<file path="src/rtl/core/ngga_pkg.sv">
// shared types, constants and helper functions for the gga sentence parser
`default_nettype none

package ngga_pkg;

    // header text length and byte codes
    localparam int unsigned HdrLen = 6;
    localparam logic [7:0] ChrStar  = 8'h2A;
    localparam logic [7:0] ChrComma = 8'h2C;
    localparam logic [7:0] ChrZero  = 8'h30;
    localparam logic [7:0] ChrNine  = 8'h39;
    localparam logic [7:0] ChrUpA   = 8'h41;
    localparam logic [6:0] MaxHours = 7'd23;
    localparam logic [6:0] MaxMinSec = 7'd59;
    localparam logic [2:0] TimeDigits = 3'd6;

    // input item
    typedef struct packed {
        logic [7:0] char_in;
        logic       end_of_sentence;
    } t_in_item;

    // result item
    typedef struct packed {
        logic [3:0] field_number;
        logic [7:0] char_out;
        logic       char_valid;
        logic       field_end;
        logic       sentence_done;
        logic       header_ok;
        logic       checksum_present;
        logic       checksum_match;
        logic       time_valid;
        logic [6:0] time_hours;
        logic [6:0] time_minutes;
        logic [6:0] time_seconds;
    } t_out_item;

    // classified item handed from front to back
    typedef struct packed {
        logic [7:0]        chr;
        logic              last;
        logic              is_star;
        logic              is_comma;
        logic              is_digit;
        logic [HdrLen-1:0] hdr_hit;
    } t_cls_item;

    // expected header byte at a position
    function automatic logic [7:0] hdr_char(input logic [2:0] pos);
        logic [7:0] r;
        case (pos)
            3'd0:    r = 8'h24;
            3'd1:    r = 8'h47;
            3'd2:    r = 8'h50;
            3'd3:    r = 8'h47;
            3'd4:    r = 8'h47;
            3'd5:    r = 8'h41;
            default: r = 8'h00;
        endcase
        return r;
    endfunction

    // uppercase hex digit for one nibble
    function automatic logic [7:0] hex_upper(input logic [3:0] nib);
        logic [7:0] r;
        if (nib < 4'd10) begin
            r = ChrZero + {4'b0, nib};
        end else begin
            r = ChrUpA + {4'b0, nib} - 8'd10;
        end
        return r;
    endfunction

endpackage

`default_nettype wire

</file>
<file path="src/rtl/core/ngga_front.sv">
// front end: accepts input bytes and classifies them
`default_nettype none

module ngga_front (
    input  wire ngga_pkg::t_in_item  i_item,
    output ngga_pkg::t_cls_item      o_cls
);
    import ngga_pkg::*;

    // per-byte classification
    always_comb begin
        o_cls.chr      = i_item.char_in;
        o_cls.last     = i_item.end_of_sentence;
        o_cls.is_star  = (i_item.char_in == ChrStar);
        o_cls.is_comma = (i_item.char_in == ChrComma);
        o_cls.is_digit = (i_item.char_in >= ChrZero) && (i_item.char_in <= ChrNine);
        for (int k = 0; k < HdrLen; k++) begin
            o_cls.hdr_hit[k] = (i_item.char_in == hdr_char(3'(k)));
        end
    end

endmodule

`default_nettype wire

</file>
<file path="src/rtl/core/ngga_queue.sv">
// two-entry queue between the front and back ends
`default_nettype none

module ngga_queue (
    input  wire                      i_clk,
    input  wire                      i_rst_n,
    input  wire                      i_push,
    input  wire ngga_pkg::t_cls_item i_data,
    input  wire                      i_pop,
    output ngga_pkg::t_cls_item      o_data,
    output logic                     o_empty,
    output logic                     o_full
);
    import ngga_pkg::*;

    t_cls_item  r_mem [2];
    logic       r_wr_ptr;
    logic       r_rd_ptr;
    logic [1:0] r_count;

    // storage write
    always_ff @(posedge i_clk) begin
        if (i_push) begin
            r_mem[r_wr_ptr] <= i_data;
        end
    end

    // pointers and fill level
    always_ff @(posedge i_clk) begin
        if (!i_rst_n) begin
            r_wr_ptr <= 1'b0;
            r_rd_ptr <= 1'b0;
            r_count  <= 2'd0;
        end else begin
            if (i_push) begin
                r_wr_ptr <= ~r_wr_ptr;
            end
            if (i_pop) begin
                r_rd_ptr <= ~r_rd_ptr;
            end
            case ({i_push, i_pop})
                2'b10:   r_count <= r_count + 2'd1;
                2'b01:   r_count <= r_count - 2'd1;
                default: r_count <= r_count;
            endcase
        end
    end

    assign o_data  = r_mem[r_rd_ptr];
    assign o_empty = (r_count == 2'd0);
    assign o_full  = (r_count == 2'd2);

endmodule

`default_nettype wire

</file>
<file path="src/rtl/core/ngga_back.sv">
// back end: sentence state, checks and registered result
`default_nettype none

module ngga_back (
    input  wire                      i_clk,
    input  wire                      i_rst_n,
    input  wire                      i_go,
    input  wire ngga_pkg::t_cls_item i_cls,
    input  wire                      i_take,
    output logic                     o_valid,
    output ngga_pkg::t_out_item      o_item
);
    import ngga_pkg::*;

    logic [2:0]  r_byte_pos, n_byte_pos;
    logic        r_prefix_ok, n_prefix_ok;
    logic [7:0]  r_xor, n_xor;
    logic        r_past_star, n_past_star;
    logic [1:0]  r_rcv_cnt, n_rcv_cnt;
    logic [15:0] r_rcv_chars, n_rcv_chars;
    logic [3:0]  r_field, n_field;
    logic [2:0]  r_tdig, n_tdig;
    logic [6:0]  r_hours, n_hours;
    logic [6:0]  r_mins, n_mins;
    logic [6:0]  r_secs, n_secs;
    logic        r_tbad, n_tbad;
    logic        r_out_valid;
    t_out_item   r_out, n_out;

    logic        hdr;
    logic        in_range;
    logic [6:0]  acc;
    logic [6:0]  acc_next;
    logic [15:0] want;

    // select which time store the current digit feeds
    always_comb begin
        if (r_tdig < 3'd2) begin
            acc = r_hours;
        end else if (r_tdig < 3'd4) begin
            acc = r_mins;
        end else begin
            acc = r_secs;
        end
        acc_next = 7'({acc, 3'b000} + {acc, 1'b0} + {3'b000, i_cls.chr[3:0]});
    end

    // next sentence state and result for this byte
    always_comb begin
        n_byte_pos  = r_byte_pos;
        n_prefix_ok = r_prefix_ok;
        n_xor       = r_xor;
        n_past_star = r_past_star;
        n_rcv_cnt   = r_rcv_cnt;
        n_rcv_chars = r_rcv_chars;
        n_field     = r_field;
        n_tdig      = r_tdig;
        n_hours     = r_hours;
        n_mins      = r_mins;
        n_secs      = r_secs;
        n_tbad      = r_tbad;
        n_out       = '0;

        in_range = (r_field >= 4'd1) && (r_field <= 4'd14);

        // header compare
        if (r_byte_pos < 3'(HdrLen) && !i_cls.hdr_hit[r_byte_pos[2:0]]) begin
            n_prefix_ok = 1'b0;
        end
        if (r_byte_pos != 3'd7) begin
            n_byte_pos = r_byte_pos + 3'd1;
        end
        hdr = n_prefix_ok && (r_byte_pos >= 3'(HdrLen - 1));

        // field body, separator or checksum text
        if (!r_past_star) begin
            if (i_cls.is_star) begin
                n_past_star     = 1'b1;
                n_out.field_end = hdr && in_range;
            end else begin
                if (r_byte_pos != 3'd0) begin
                    n_xor = r_xor ^ i_cls.chr;
                end
                if (i_cls.is_comma) begin
                    n_out.field_end = hdr && in_range;
                    if (r_field != 4'd15) begin
                        n_field = r_field + 4'd1;
                    end
                end else begin
                    n_out.char_valid = hdr && in_range;
                    // time digits of field one
                    if (r_field == 4'd1 && !r_tbad && r_tdig < TimeDigits) begin
                        if (!i_cls.is_digit) begin
                            n_tbad = 1'b1;
                        end else begin
                            if (r_tdig < 3'd2) begin
                                n_hours = acc_next;
                            end else if (r_tdig < 3'd4) begin
                                n_mins = acc_next;
                            end else begin
                                n_secs = acc_next;
                            end
                            n_tdig = r_tdig + 3'd1;
                        end
                    end
                end
            end
        end else if (!i_cls.is_star) begin
            if (r_rcv_cnt == 2'd0) begin
                n_rcv_chars = {i_cls.chr, 8'h00};
            end else if (r_rcv_cnt == 2'd1) begin
                n_rcv_chars = {r_rcv_chars[15:8], i_cls.chr};
            end
            if (r_rcv_cnt != 2'd3) begin
                n_rcv_cnt = r_rcv_cnt + 2'd1;
            end
        end

        want = {hex_upper(n_xor[7:4]), hex_upper(n_xor[3:0])};

        n_out.field_number  = r_field;
        n_out.char_out      = i_cls.chr;
        n_out.sentence_done = i_cls.last;

        // end-of-sentence status
        if (i_cls.last) begin
            n_out.header_ok        = hdr;
            n_out.checksum_present = hdr && (n_rcv_cnt != 2'd0);
            n_out.checksum_match   = hdr && (n_rcv_cnt == 2'd2) && (n_rcv_chars == want);
            n_out.time_valid       = hdr && !n_tbad && (n_tdig == TimeDigits) &&
                                     (n_hours <= MaxHours) && (n_mins <= MaxMinSec) &&
                                     (n_secs <= MaxMinSec);
            n_out.time_hours       = n_hours;
            n_out.time_minutes     = n_mins;
            n_out.time_seconds     = n_secs;
        end
    end

    // sentence state, cleared after the last byte
    always_ff @(posedge i_clk) begin
        if (!i_rst_n || (i_go && i_cls.last)) begin
            r_byte_pos  <= 3'd0;
            r_prefix_ok <= 1'b1;
            r_xor       <= 8'h00;
            r_past_star <= 1'b0;
            r_rcv_cnt   <= 2'd0;
            r_rcv_chars <= 16'h0000;
            r_field     <= 4'd0;
            r_tdig      <= 3'd0;
            r_hours     <= 7'd0;
            r_mins      <= 7'd0;
            r_secs      <= 7'd0;
            r_tbad      <= 1'b0;
        end else if (i_go) begin
            r_byte_pos  <= n_byte_pos;
            r_prefix_ok <= n_prefix_ok;
            r_xor       <= n_xor;
            r_past_star <= n_past_star;
            r_rcv_cnt   <= n_rcv_cnt;
            r_rcv_chars <= n_rcv_chars;
            r_field     <= n_field;
            r_tdig      <= n_tdig;
            r_hours     <= n_hours;
            r_mins      <= n_mins;
            r_secs      <= n_secs;
            r_tbad      <= n_tbad;
        end
    end

    // output register valid
    always_ff @(posedge i_clk) begin
        if (!i_rst_n) begin
            r_out_valid <= 1'b0;
        end else if (i_go) begin
            r_out_valid <= 1'b1;
        end else if (i_take) begin
            r_out_valid <= 1'b0;
        end
    end

    // output register payload
    always_ff @(posedge i_clk) begin
        if (i_go) begin
            r_out <= n_out;
        end
    end

    assign o_valid = r_out_valid;
    assign o_item  = r_out;

endmodule

`default_nettype wire

</file>
<file path="src/rtl/core/nmea_gga_sentence_parser_unit.sv">
// top level of the gga sentence parser: front end, queue and back end
`default_nettype none

// Parses an NMEA GGA sentence fed one byte per item, the last byte flagged by
// end_of_sentence. Every input item yields exactly one result item carrying the
// byte, its comma field number and content/field-end tags; the result for the
// last byte also carries header, checksum and time status. One item per cycle
// is sustained while the output is not stalled: a byte passes the classifying
// front end, waits in a two-entry queue and is retired by the back end into
// the output register. The input stalls only while the queue holds two items.
// All sentence state returns to its reset values after the last byte.
module nmea_gga_sentence_parser_unit (
    input  wire                      i_clk,
    input  wire                      i_rst_n,
    input  wire                      i_valid,
    output logic                     o_stall,
    input  wire ngga_pkg::t_in_item  i_in_item,
    output logic                     o_valid,
    input  wire                      i_stall,
    output ngga_pkg::t_out_item      o_out_item
);
    import ngga_pkg::*;

    t_cls_item cls_in;
    t_cls_item cls_out;
    logic      q_empty;
    logic      q_full;
    logic      push;
    logic      pop;
    logic      out_valid;

    // handshake glue
    assign push    = i_valid && !q_full;
    assign pop     = !q_empty && (!out_valid || !i_stall);
    assign o_stall = q_full;
    assign o_valid = out_valid;

    // classify incoming bytes
    ngga_front u_front (
        .i_item (i_in_item),
        .o_cls  (cls_in)
    );

    // decoupling queue
    ngga_queue u_queue (
        .i_clk   (i_clk),
        .i_rst_n (i_rst_n),
        .i_push  (push),
        .i_data  (cls_in),
        .i_pop   (pop),
        .o_data  (cls_out),
        .o_empty (q_empty),
        .o_full  (q_full)
    );

    // sentence state and result register
    ngga_back u_back (
        .i_clk   (i_clk),
        .i_rst_n (i_rst_n),
        .i_go    (pop),
        .i_cls   (cls_out),
        .i_take  (!i_stall),
        .o_valid (out_valid),
        .o_item  (o_out_item)
    );

endmodule

`default_nettype wire
</file>
<file path="config.mk">
export PLATFORM = sky130hd
export DESIGN_NAME = nmea_gga_sentence_parser_unit
export DESIGN_NICKNAME = d
export VERILOG_FILES = /design/src/rtl/core/ngga_pkg.sv /design/src/rtl/core/ngga_front.sv /design/src/rtl/core/ngga_queue.sv /design/src/rtl/core/ngga_back.sv /design/src/rtl/core/nmea_gga_sentence_parser_unit.sv
export SDC_FILE = /design/constraint.sdc
export NUM_CORES = 1
export LEC_CHECK = 0
export BUFFER_PORTS_ARGS = -buffer_cell sky130_fd_sc_hd__buf_4
export CORE_UTILIZATION = 45
export CTS_CLUSTER_DIAMETER = 40
export CTS_CLUSTER_SIZE = 40
export DETAILED_ROUTE_END_ITERATION = 16
export GPL_TIMING_DRIVEN = 0
export PLACE_DENSITY = 0.74
export RECOVER_POWER = 50
export SYNTH_ARGS = -nofsm -noshare
export SYNTH_HDL_FRONTEND = slang
export SYNTH_SLANG_ARGS = --single-unit
</file>
<file path="constraint.sdc">
create_clock -name i_clk -period 5.5 [get_ports i_clk]
set_input_delay 0.825 -clock i_clk [delete_from_list [all_inputs] [get_ports i_clk]]
set_output_delay 0.825 -clock i_clk [all_outputs]
set_load 0.02 [all_outputs]
</file>
* Word level (Yosys, flattened, before mapping) *
Memories as Yosys holds them, arrays and structs flattened. A register that Yosys moved wholly into a read port is not among the register bits.
Cells that the tools add are included.

storage, ports and cells
  flip-flop bits (word level) = 105
  memory bits (writable) = 36
  input port bits = 13
  word-level logic and storage cells = 175
  memories kept = 1

cells by class
  add/sub/neg operators = 14
  $lt $le $gt $ge = 15
  eq/ne operators = 18
  multiplexer cells = 58
  bitwise operators = 5
  reductions and logical operators = 36

memories
  memory         words  width  rd ports  clocked after memory_dff  write ports  RTL line          text
  u_queue.r_mem  2      18     1         1                         1            ngga_queue.sv:16  t_cls_item r_mem [2];

operator list
  kind                                                             number
  two-way mux 7 bit                                                20
  two-way mux 16 bit                                               3
  two-way mux 8 bit                                                6
  == test 8 x 6 -> 1 bit (second input constant)                   3
  == test 8 x 7 -> 1 bit (second input constant)                   3
  logical AND 1 bit                                                18
  two-way mux 1 bit                                                17
  adder 7 x 4 -> 8 bit (first input constant)                      2
  == test 16 bit                                                   1
  subtractor 8 x 4 -> 8 bit (second input constant)                2
  two-way mux 3 bit                                                5
  adder 6 x 4 -> 7 bit (first input constant)                      2
  less-or-equal comparator 7 x 6 -> 1 bit (second input constant)  2
  two-way mux 6 bit                                                2
  < comparator 3 bit (second input constant)                       3
  >= comparator 8 x 6 -> 1 bit (second input constant)             1
  less-or-equal comparator 8 x 6 -> 1 bit (second input constant)  1
  logical NOT 1 bit                                                8
  < comparator 4 bit (second input constant)                       2
  bitwise XOR 8 bit                                                1
  adder 7 x 4 -> 7 bit                                             1
  adder 7 bit                                                      1
  less-or-equal comparator 7 x 5 -> 1 bit (second input constant)  1
  adder 3 x 1 -> 3 bit (second input constant)                     2
  other kinds (27)                                                 39

* Depth between registers and ports, before layout *
Gate-level depths: netlist of run 1.

  word-level depth = 15
  gate-level depth with buffers = 15

* Cells and area by module *
A second synthesis of run 1 with hierarchy kept.

second synthesis, totals
  cells, all modules = 685
  area, all modules = 7138.1 µm²

by module, submodules not included
  module                         instances  cells each  area an instance (µm²)  sequential area each (µm²)
  ngga_back                      1          577         5393.9                  2422.3
  ngga_queue                     1          78          1510.2                  1181.1
  ngga_front                     1          27          207.7                   0.0
  nmea_gga_sentence_parser_unit  1          3           26.3                    0.0

* Least setup slack after synthesis of run 1 *
No wires, ideal clock.

  path type = input to register
  from = in i_stall
  to = reg u_queue.r_count[1]
  data arrival time = 3.511 ns
  required time = 5.424 ns
  slack = 1.914 ns
  cell stages on the path = 7
  buffers on the path = 1
  cells stage by stage = nand2_1 > o21ai_0 > clkinv_1 > clkbuf_1 > ha_1 > or3_1 > a21boi_0

on the way
  word-level cells in the longest chain between the ends = 5

ends and longest elaborated chain
  element                                                                       RTL line                             text
  start: declaration                                                            nmea_gga_sentence_parser_unit.sv:19  input wire i_stall,
  logical NOT 1 bit (*)                                                         -
  logical OR 1 bit (*)                                                          nmea_gga_sentence_parser_unit.sv:34  assign pop = !q_empty && (!out_valid || !i_stall);
  logical AND 1 bit (*)                                                         nmea_gga_sentence_parser_unit.sv:34
  net pop                                                                       nmea_gga_sentence_parser_unit.sv:29  logic pop;
  == test 2 x 1 -> 1 bit / == test 2 bit (equally long branches)                ngga_queue.sv:41                     case ({i_push, i_pop})
  case mux 2 bit (2 select lines) / nonzero test 2 bit (equally long branches)  -
  end signal: assignment                                                        ngga_queue.sv:42                     2'b10: r_count <= r_count + 2'd1;
  end signal: assignment                                                        ngga_queue.sv:43                     2'b01: r_count <= r_count - 2'd1;
  end signal: assignment                                                        ngga_queue.sv:44                     default: r_count <= r_count;
  end: declaration                                                              ngga_queue.sv:19                     logic [1:0] r_count;

The timed path passes the listed nets; every way through them passes the cells marked *.
A chain may end at the register's enable or synchronous reset.

==> impl_metrics.py, run 1 <==
metrics = {
    "clock_tree": {
        "cts_setup_buffers": 0,
        "htreeDepth": 4,
        "holdBufCountCts": 0,
        "clock-root-buffer": "clkbuf_16",
        "path_clk_slew_ps": 60,
        "cts_buffer_depth": 2,
        "cts_buffers": 17,
        "clock_latency_ps": 430,
        "cts.sinks": 138,
        "cts_tree": "built",
        "cts_resized": 0,
    },
    "pwr": {
        "irDropWorstVdd_uv": 301,
        "pwr-share-comb_pct": 32.7,
        "p_leak_nw": 2.70,
        "p_clk_share_pct": 28.2,
        "p_seq_share_pct": 39.2,
        "p_switching_mw": 1.33,
        "power_density_nw_per_um2": 470,
        "p_int_mw": 2.30,
        "swShare_pct": 36.6,
    },
    "worst_setup_path": {
        "crit_family": "adder cells",
        "cp-end-kind": "flip-flop",
        "cp.depth": 13,
        "critPathBufInv": 2,
        "cp.arrival_ps": 4430,
        "cp_max_fo": 9,
        "start_kind": "flip-flop",
        "required_ps": 5730,
        "crit_path_cell_trace": "clkbuf_1, mux2i_1, inv_1, ha_1, ha_1, fa_1, a21o_1, a21oi_1, xnor2_1, xnor2_1, mux2i_1, nand4_1, nor4_1",
        "path_class": "flip-flop to flip-flop",
        "crit_slowest_cell": "mux2i_1",
        "cpPeakStageDelay_ps": 650,
        "reg2reg_depth": 13,
        "reg2reg_slack_ps": 1300,
    },
    "timing": {
        "maxSlewViolCount": 0,
        "min_period_ps": 4200,
        "rsz0062_at_grt": "no",
        "setup_viol": 0,
        "finClkSkew_ps": 7.96,
        "maxSlewHeadroom_pct": 4.25,
        "tns_ps": 0,
        "fmax_mhz": 238,
        "worst_pin_slew_ps": 1430,
        "hold_viol": 0,
        "finalCritPeriodShare_pct": 76.4,
    },
    "drt": {
        "vias": 5205,
        "first_iter_violations": 431,
        "first_pass_iters": 6,
        "drc": 0,
        "avgViaCountPerCell": 5.54,
        "wl_um": 15700,
        "postRouteAntennaNets": 0,
        "wl_per_cell_um": 16.7,
    },
    "cells_and_area": {
        "fin_area_um2": 7730,
        "nFillCells": 1328,
        "diodes": 0,
        "fin_nets": 778,
        "area_growth_pct": 14.7,
        "fin_util_pct": 53.0,
        "drive_gt1_share_pct": 6.35,
    },
    "global_route": {
        "antenna_found_initial": 0,
        "grt_pass1_vias": 5059,
        "grt_pass1_wl_um": 25500,
        "grt_overflow": 0,
        "grt_start_max_net_pins": 29,
        "grt_usage_pct": 21.1,
    },
    "synthesis": {
        "syn_avg_cell_area_um2": 10.1,
        "ys_ff_latch": 138,
        "yosysWarnings": 0,
        "syn_area_um2": 6740,
        "synth_cell_types": 64,
        "synth_edf_count": 72,
        "synth_ff_type": "edfxtp_1",
        "async_flop_share_pct": 0,
        "syn_nets": 704,
        "ys_seq_area_share_pct": 51.7,
        "synth_cells": 669,
    },
    "job": {
        "drv_cap": 0,
    },
    "floorplanning": {
        "start_util_pct": 46.2,
        "core_area_um2": 14600,
        "rows": 44,
        "die-area_um2": 15500,
        "fp.dieH_um": 124,
        "io_pins": 55,
        "die_x_um": 124,
    },
    "placement": {
        "place_area_um2": 7410,
        "portBuffers": 54,
        "hpwlAfterDp_um": 11300,
        "place_congestion": 0.922,
    },
    "hold_path": {
        "hold_depth": 2,
        "hp-class": "flip-flop to flip-flop",
    },
    "status": {
        "status": "finished, final reports clean",
    },
}
-- worst register-to-register path, stage by stage (launching register included) --
cell      delay, ps
dfxtp_1         310
clkbuf_1        420
mux2i_1         650
inv_1           310
ha_1            370
ha_1            230
fa_1            420
a21o_1          200
a21oi_1         190
xnor2_1         160
xnor2_1         160
mux2i_1         270
nand4_1         130
nor4_1          200
-- registers in the layout (all words and copies together) (netlist names), named ones only --
signal and flops:
u_back.o_item 40, u_back.o_valid 1, u_back.r_byte_pos 3, u_back.r_field 4
u_back.r_hours 7, u_back.r_mins 7, u_back.r_past_star 1, u_back.r_prefix_ok 1
u_back.r_rcv_chars 16, u_back.r_rcv_cnt 2, u_back.r_secs 7, u_back.r_tbad 1
u_back.r_tdig 3, u_back.r_xor 8, u_queue.r_count 2, u_queue.r_mem 32
u_queue.r_rd_ptr 1, u_queue.r_wr_ptr 1
-- synth_stat cells (2+ instances only) --
| cell | n | share of area, % |
|---|---|---|
| nor4_4 | 2 | 0.63 |
| o21ai_1 | 2 | 0.15 |
| nand3_1 | 14 | 1.0 |
| a31oi_1 | 3 | 0.28 |
| a21oi_1 | 53 | 3.9 |
| nand2_1 | 76 | 4.2 |
| o22ai_1 | 3 | 0.28 |
| nor3b_1 | 6 | 0.67 |
| nor3_1 | 11 | 0.82 |
| ha_1 | 20 | 3.7 |
| and2_1 | 6 | 0.56 |
| clkbuf_1 | 25 | 1.4 |
| o21ai_0 | 21 | 1.6 |
| and4_1 | 5 | 0.65 |
| xnor2_1 | 22 | 2.9 |
| nand4_1 | 5 | 0.46 |
| nor2_1 | 99 | 5.5 |
| xor2_1 | 16 | 2.1 |
| a211oi_1 | 16 | 1.8 |
| and3_1 | 4 | 0.37 |
| inv_1 | 19 | 1.1 |
| a21o_1 | 3 | 0.33 |
| o211ai_1 | 2 | 0.22 |
| a21boi_0 | 4 | 0.45 |
| nor4_1 | 5 | 0.46 |
| nor2b_1 | 3 | 0.28 |
| o31ai_1 | 3 | 0.33 |
| inv_2 | 3 | 0.17 |
| o311ai_0 | 2 | 0.26 |
| nand3b_1 | 4 | 0.45 |
| mux2i_1 | 34 | 5.0 |
| o2111ai_1 | 2 | 0.26 |
| o21a_1 | 2 | 0.22 |
| nand2b_1 | 2 | 0.19 |
| fa_1 | 2 | 0.59 |
| buf_6 | 2 | 0.33 |
| nor4_2 | 2 | 0.37 |
| edfxtp_1 | 72 | 32 |
| dfxtp_1 | 66 | 20 |
| nor4b_1 | 3 | 0.39 |
| or3_1 | 2 | 0.19 |
-- cells in the final DEF (no fill, tap or decap), types with 3 or more instances in the layout --
| master | instances |
|---|---|
| a211oi_1 | 16 |
| a21boi_0 | 4 |
| a21o_1 | 3 |
| a21oi_1 | 53 |
| a31oi_1 | 3 |
| and2_1 | 5 |
| and3_1 | 4 |
| and4_1 | 5 |
| buf_4 | 3 |
| clkbuf_1 | 84 |
| clkbuf_16 | 18 |
| clkinv_2 | 4 |
| dfxtp_1 | 66 |
| edfxtp_1 | 72 |
| ha_1 | 20 |
| inv_1 | 21 |
| mux2i_1 | 34 |
| nand2_1 | 76 |
| nand3_1 | 14 |
| nand3b_1 | 4 |
| nand4_1 | 5 |
| nor2_1 | 99 |
| nor2b_1 | 3 |
| nor3_1 | 11 |
| nor3b_1 | 6 |
| nor4_1 | 5 |
| nor4b_1 | 3 |
| o21ai_0 | 21 |
| o22ai_1 | 3 |
| o31ai_1 | 3 |
| xnor2_1 | 22 |
| xor2_1 | 16 |
-- stage by stage --
stage               instances  power, mW  worst slack (ps)  hold WS (ps)
global route              940       3.83              1040           466
global placement          907       2.68               881           433
CTS                       940       3.77              1480           461
floorplan                 669       2.28              1910           421
finish                    940       3.63              1300           462
detailed placement        908       2.74              1510           450
-- power groups by stage --
stage | registers [mW] | clock network, mW | logic [mW]
3_3_place_gp | 1.45 | 0 | 1.23
4_1_cts | 1.43 | 1.04 | 1.30
3_5_place_dp | 1.45 | 0 | 1.29
6_report | 1.42 | 1.02 | 1.19
2_1_floorplan | 1.59 | 0 | 0.688
5_1_grt | 1.44 | 1.09 | 1.29
-- logic make-up after synthesis --
group	count (synthesis)	share of synthesized area, %
simple gates	255	18.1
flops	138	51.7
compound gates	126	11.7
buf+inv	52	3.19
xor+xnor	39	5.34
mux	37	5.77
fa+ha+maj	22	4.31
-- final cells by class --
class | instances | area, um2 | area share, %
Timing Repair Buffer | 55 | 245 | 3.17
Buffer | 29 | 115 | 1.49
Tap cell | 184 | 230 | 2.98
Multi-Input combinational cell | 479 | 3040 | 39.4
Sequential cell | 138 | 3480 | 45.0
Clock buffer | 28 | 508 | 6.57
Inverter | 23 | 86.3 | 1.12
Clock inverter | 4 | 20.0 | 0.259
-- final timing paths --
kind | from | end
worst max-delay path | flip-flop | u_back.o_item[21]
worst min register to register | u_back.r_rcv_chars[7] | u_back.r_rcv_chars[7]
worst min-delay path | u_back.r_rcv_chars[7] | u_back.r_rcv_chars[7]
worst max register to register | flip-flop | u_back.o_item[21]
-- layer usage --
metal | share of wire [%] | wire length [um] | GRT usage, %
met1 | 44 | 6910 | 26.6
met2 | 47 | 7440 | 34.3
met3 | 5.9 | 923 | 5.24
met4 | 2.7 | 431 | 8.79
met5 | 0 | 0 | 0
(Power assumes the default switching activity.)
==> run 2, diff against run 1 <==
Clock period 5.5 ns to 4.14 ns, I/O delays scaled along.
==> run 2 against run 1 <==
Net effect: sequential cell count unchanged; clock skew up 2.2 ps; worst setup slack worse by 930 ps; first-iteration DRC count decreased by 9.5%; critical path depth unchanged; utilization up 0.077 points; clock power increased by 33%; register-to-register slack lost 930 ps; sequential power grew 33%; final cell count did not move; sequential share of layout area shrank 0.066 points; fmax rose by 11%; critical path type unchanged; largest cell class unchanged; largest power group unchanged; highest routed layer unchanged.
==> impl_metrics.py, run 2 (synthesis results as in run 1) <==
metrics = {
    "status": {
        "status": "finished, final reports clean",
    },
    "timing": {
        "tns_ps": 0,
        "maxSlewHeadroom_pct": 3.08,
        "hold_viol": 0,
        "min_period_ps": 3770,
        "finClkSkew_ps": 10.2,
        "setup_viol": 0,
        "fmax_mhz": 265,
        "maxSlewViolCount": 0,
        "worst_pin_slew_ps": 1450,
        "finalCritPeriodShare_pct": 91.1,
        "layout_setup_ws_ps": 368,
        "rsz0062_at_grt": "no",
    },
    "clock_tree": {
        "cts_resized": 0,
        "cts_buffers": 17,
        "cts_buffer_depth": 2,
        "clock-root-buffer": "clkbuf_16",
        "cts_tree": "built",
        "clock_latency_ps": 430,
        "cts_setup_buffers": 0,
        "path_clk_slew_ps": 50,
        "cts.sinks": 138,
        "htreeDepth": 4,
        "holdBufCountCts": 0,
    },
    "global_route": {
        "grt_pass1_vias": 5059,
        "grt_start_max_net_pins": 29,
        "grt_usage_pct": 21.1,
        "antenna_found_initial": 0,
        "grt_overflow": 0,
        "grt_pass1_wl_um": 25500,
    },
    "hold_path": {
        "hp-start": "i_in_item[0]",
        "hold_depth": 1,
        "worstHoldEndpoint": "u_queue.r_mem[1][9]",
        "hp-class": "primary input to flip-flop",
    },
    "worst_setup_path": {
        "cp_max_fo": 9,
        "start_kind": "flip-flop",
        "cp-end-kind": "flip-flop",
        "path_class": "flip-flop to flip-flop",
        "r2r-end": "u_back.o_item[21]",
        "required_ps": 4370,
        "reg2reg_slack_ps": 370,
        "cp.arrival_ps": 4000,
        "reg2reg_depth": 13,
    },
    "drt": {
        "postRouteAntennaNets": 0,
        "first_pass_iters": 4,
        "wl_per_cell_um": 16.7,
        "avgViaCountPerCell": 5.55,
        "vias": 5216,
        "first_iter_violations": 390,
        "wl_um": 15700,
        "drc": 0,
    },
    "cells_and_area": {
        "drive_gt1_share_pct": 7.01,
        "final_common_cell": "nor2_1",
        "final_cell_mix": "nor2_1, clkbuf_1, nand2_1",
        "diodes": 0,
        "largest_reg_flops": 40,
        "area_growth_pct": 14.8,
        "nFillCells": 1329,
        "fin_nets": 778,
        "fin_area_um2": 7740,
    },
    "floorplanning": {
        "die_x_um": 124,
        "start_util_pct": 46.2,
        "rows": 44,
        "io_pins": 55,
        "fp.dieH_um": 124,
        "core_area_um2": 14600,
        "die-area_um2": 15500,
    },
    "pwr": {
        "p_leak_nw": 2.71,
        "irDropWorstVdd_uv": 401,
        "power_density_nw_per_um2": 625,
    },
    "placement": {
        "place_area_um2": 7410,
        "hpwlAfterDp_um": 11300,
        "portBuffers": 54,
        "pre_cts_ws_ps": 147,
        "place_congestion": 0.922,
    },
    "job": {
        "drv_cap": 0,
    },
}
[run 2: changes by cell type in the layout (fill, tap and decap cells not counted), sizes merged]
cell,change
buf,+2
clkbuf,-2
[run 2: how the worst max path moves through the flow]
stage | from | end
global placement | i_stall | u_queue.r_count[1]
floorplan | i_stall | u_queue.r_count[1]
CTS | u_back.r_tdig[2] | u_back.o_item[21]
global route | u_back.r_tdig[2] | u_back.o_item[21]
finish | flip-flop | u_back.o_item[21]
detailed placement | u_back.r_tdig[2] | u_back.o_item[21]
[run 2: power by group]
| part | leakage, nW | switching, mW | internal (mW) |
|---|---|---|---|
| registers | 1.23 | 0.114 | 1.78 |
| logic | 1.22 | 1.13 | 0.458 |
| clock network | 0.261 | 0.531 | 0.828 |
| total | 2.71 | 1.77 | 3.07 |
[run 2: critical path, cell delays in order (launching register included)]
cell,delay (ps)
dfxtp_1,320
buf_6,150
mux2i_1,610
inv_2,190
ha_1,350
ha_1,230
fa_1,420
a21o_1,200
a21oi_1,190
xnor2_1,160
xnor2_1,160
mux2i_1,270
nand4_1,130
nor4_1,200
[run 2: through the flow]
stage	power, mW	hold WS [ps]	util, %	cells
2_1_floorplan	3.03	421	-	669
3_3_place_gp	3.56	433	50.6	907
3_5_place_dp	3.65	450	50.8	908
4_1_cts	5.01	374	54.4	940
5_1_grt	5.09	401	53.1	940
6_report	4.84	410	53.1	940
[run 2: area by class of cell]
class	count	area, um2	share of cell area, %
Multi-Input combinational cell	479	3040	39.3
Tap cell	184	230	2.97
Sequential cell	138	3480	45.0
Clock inverter	4	20.0	0.259
Inverter	23	86.3	1.11
Timing Repair Buffer	55	245	3.17
Buffer	29	126	1.63
Clock buffer	28	508	6.56
[run 2: per-layer routing]
layer  part of all wire [%]  vias up  global-route usage, %  wire, um
met5                      0        -                      0         0
met4                    2.7        0                   8.79       430
met3                    5.3       41                   5.24       828
met2                     47      162                   34.3      7410
met1                     45     2480                   26.6      7030
li1                       -     2533                      -         -
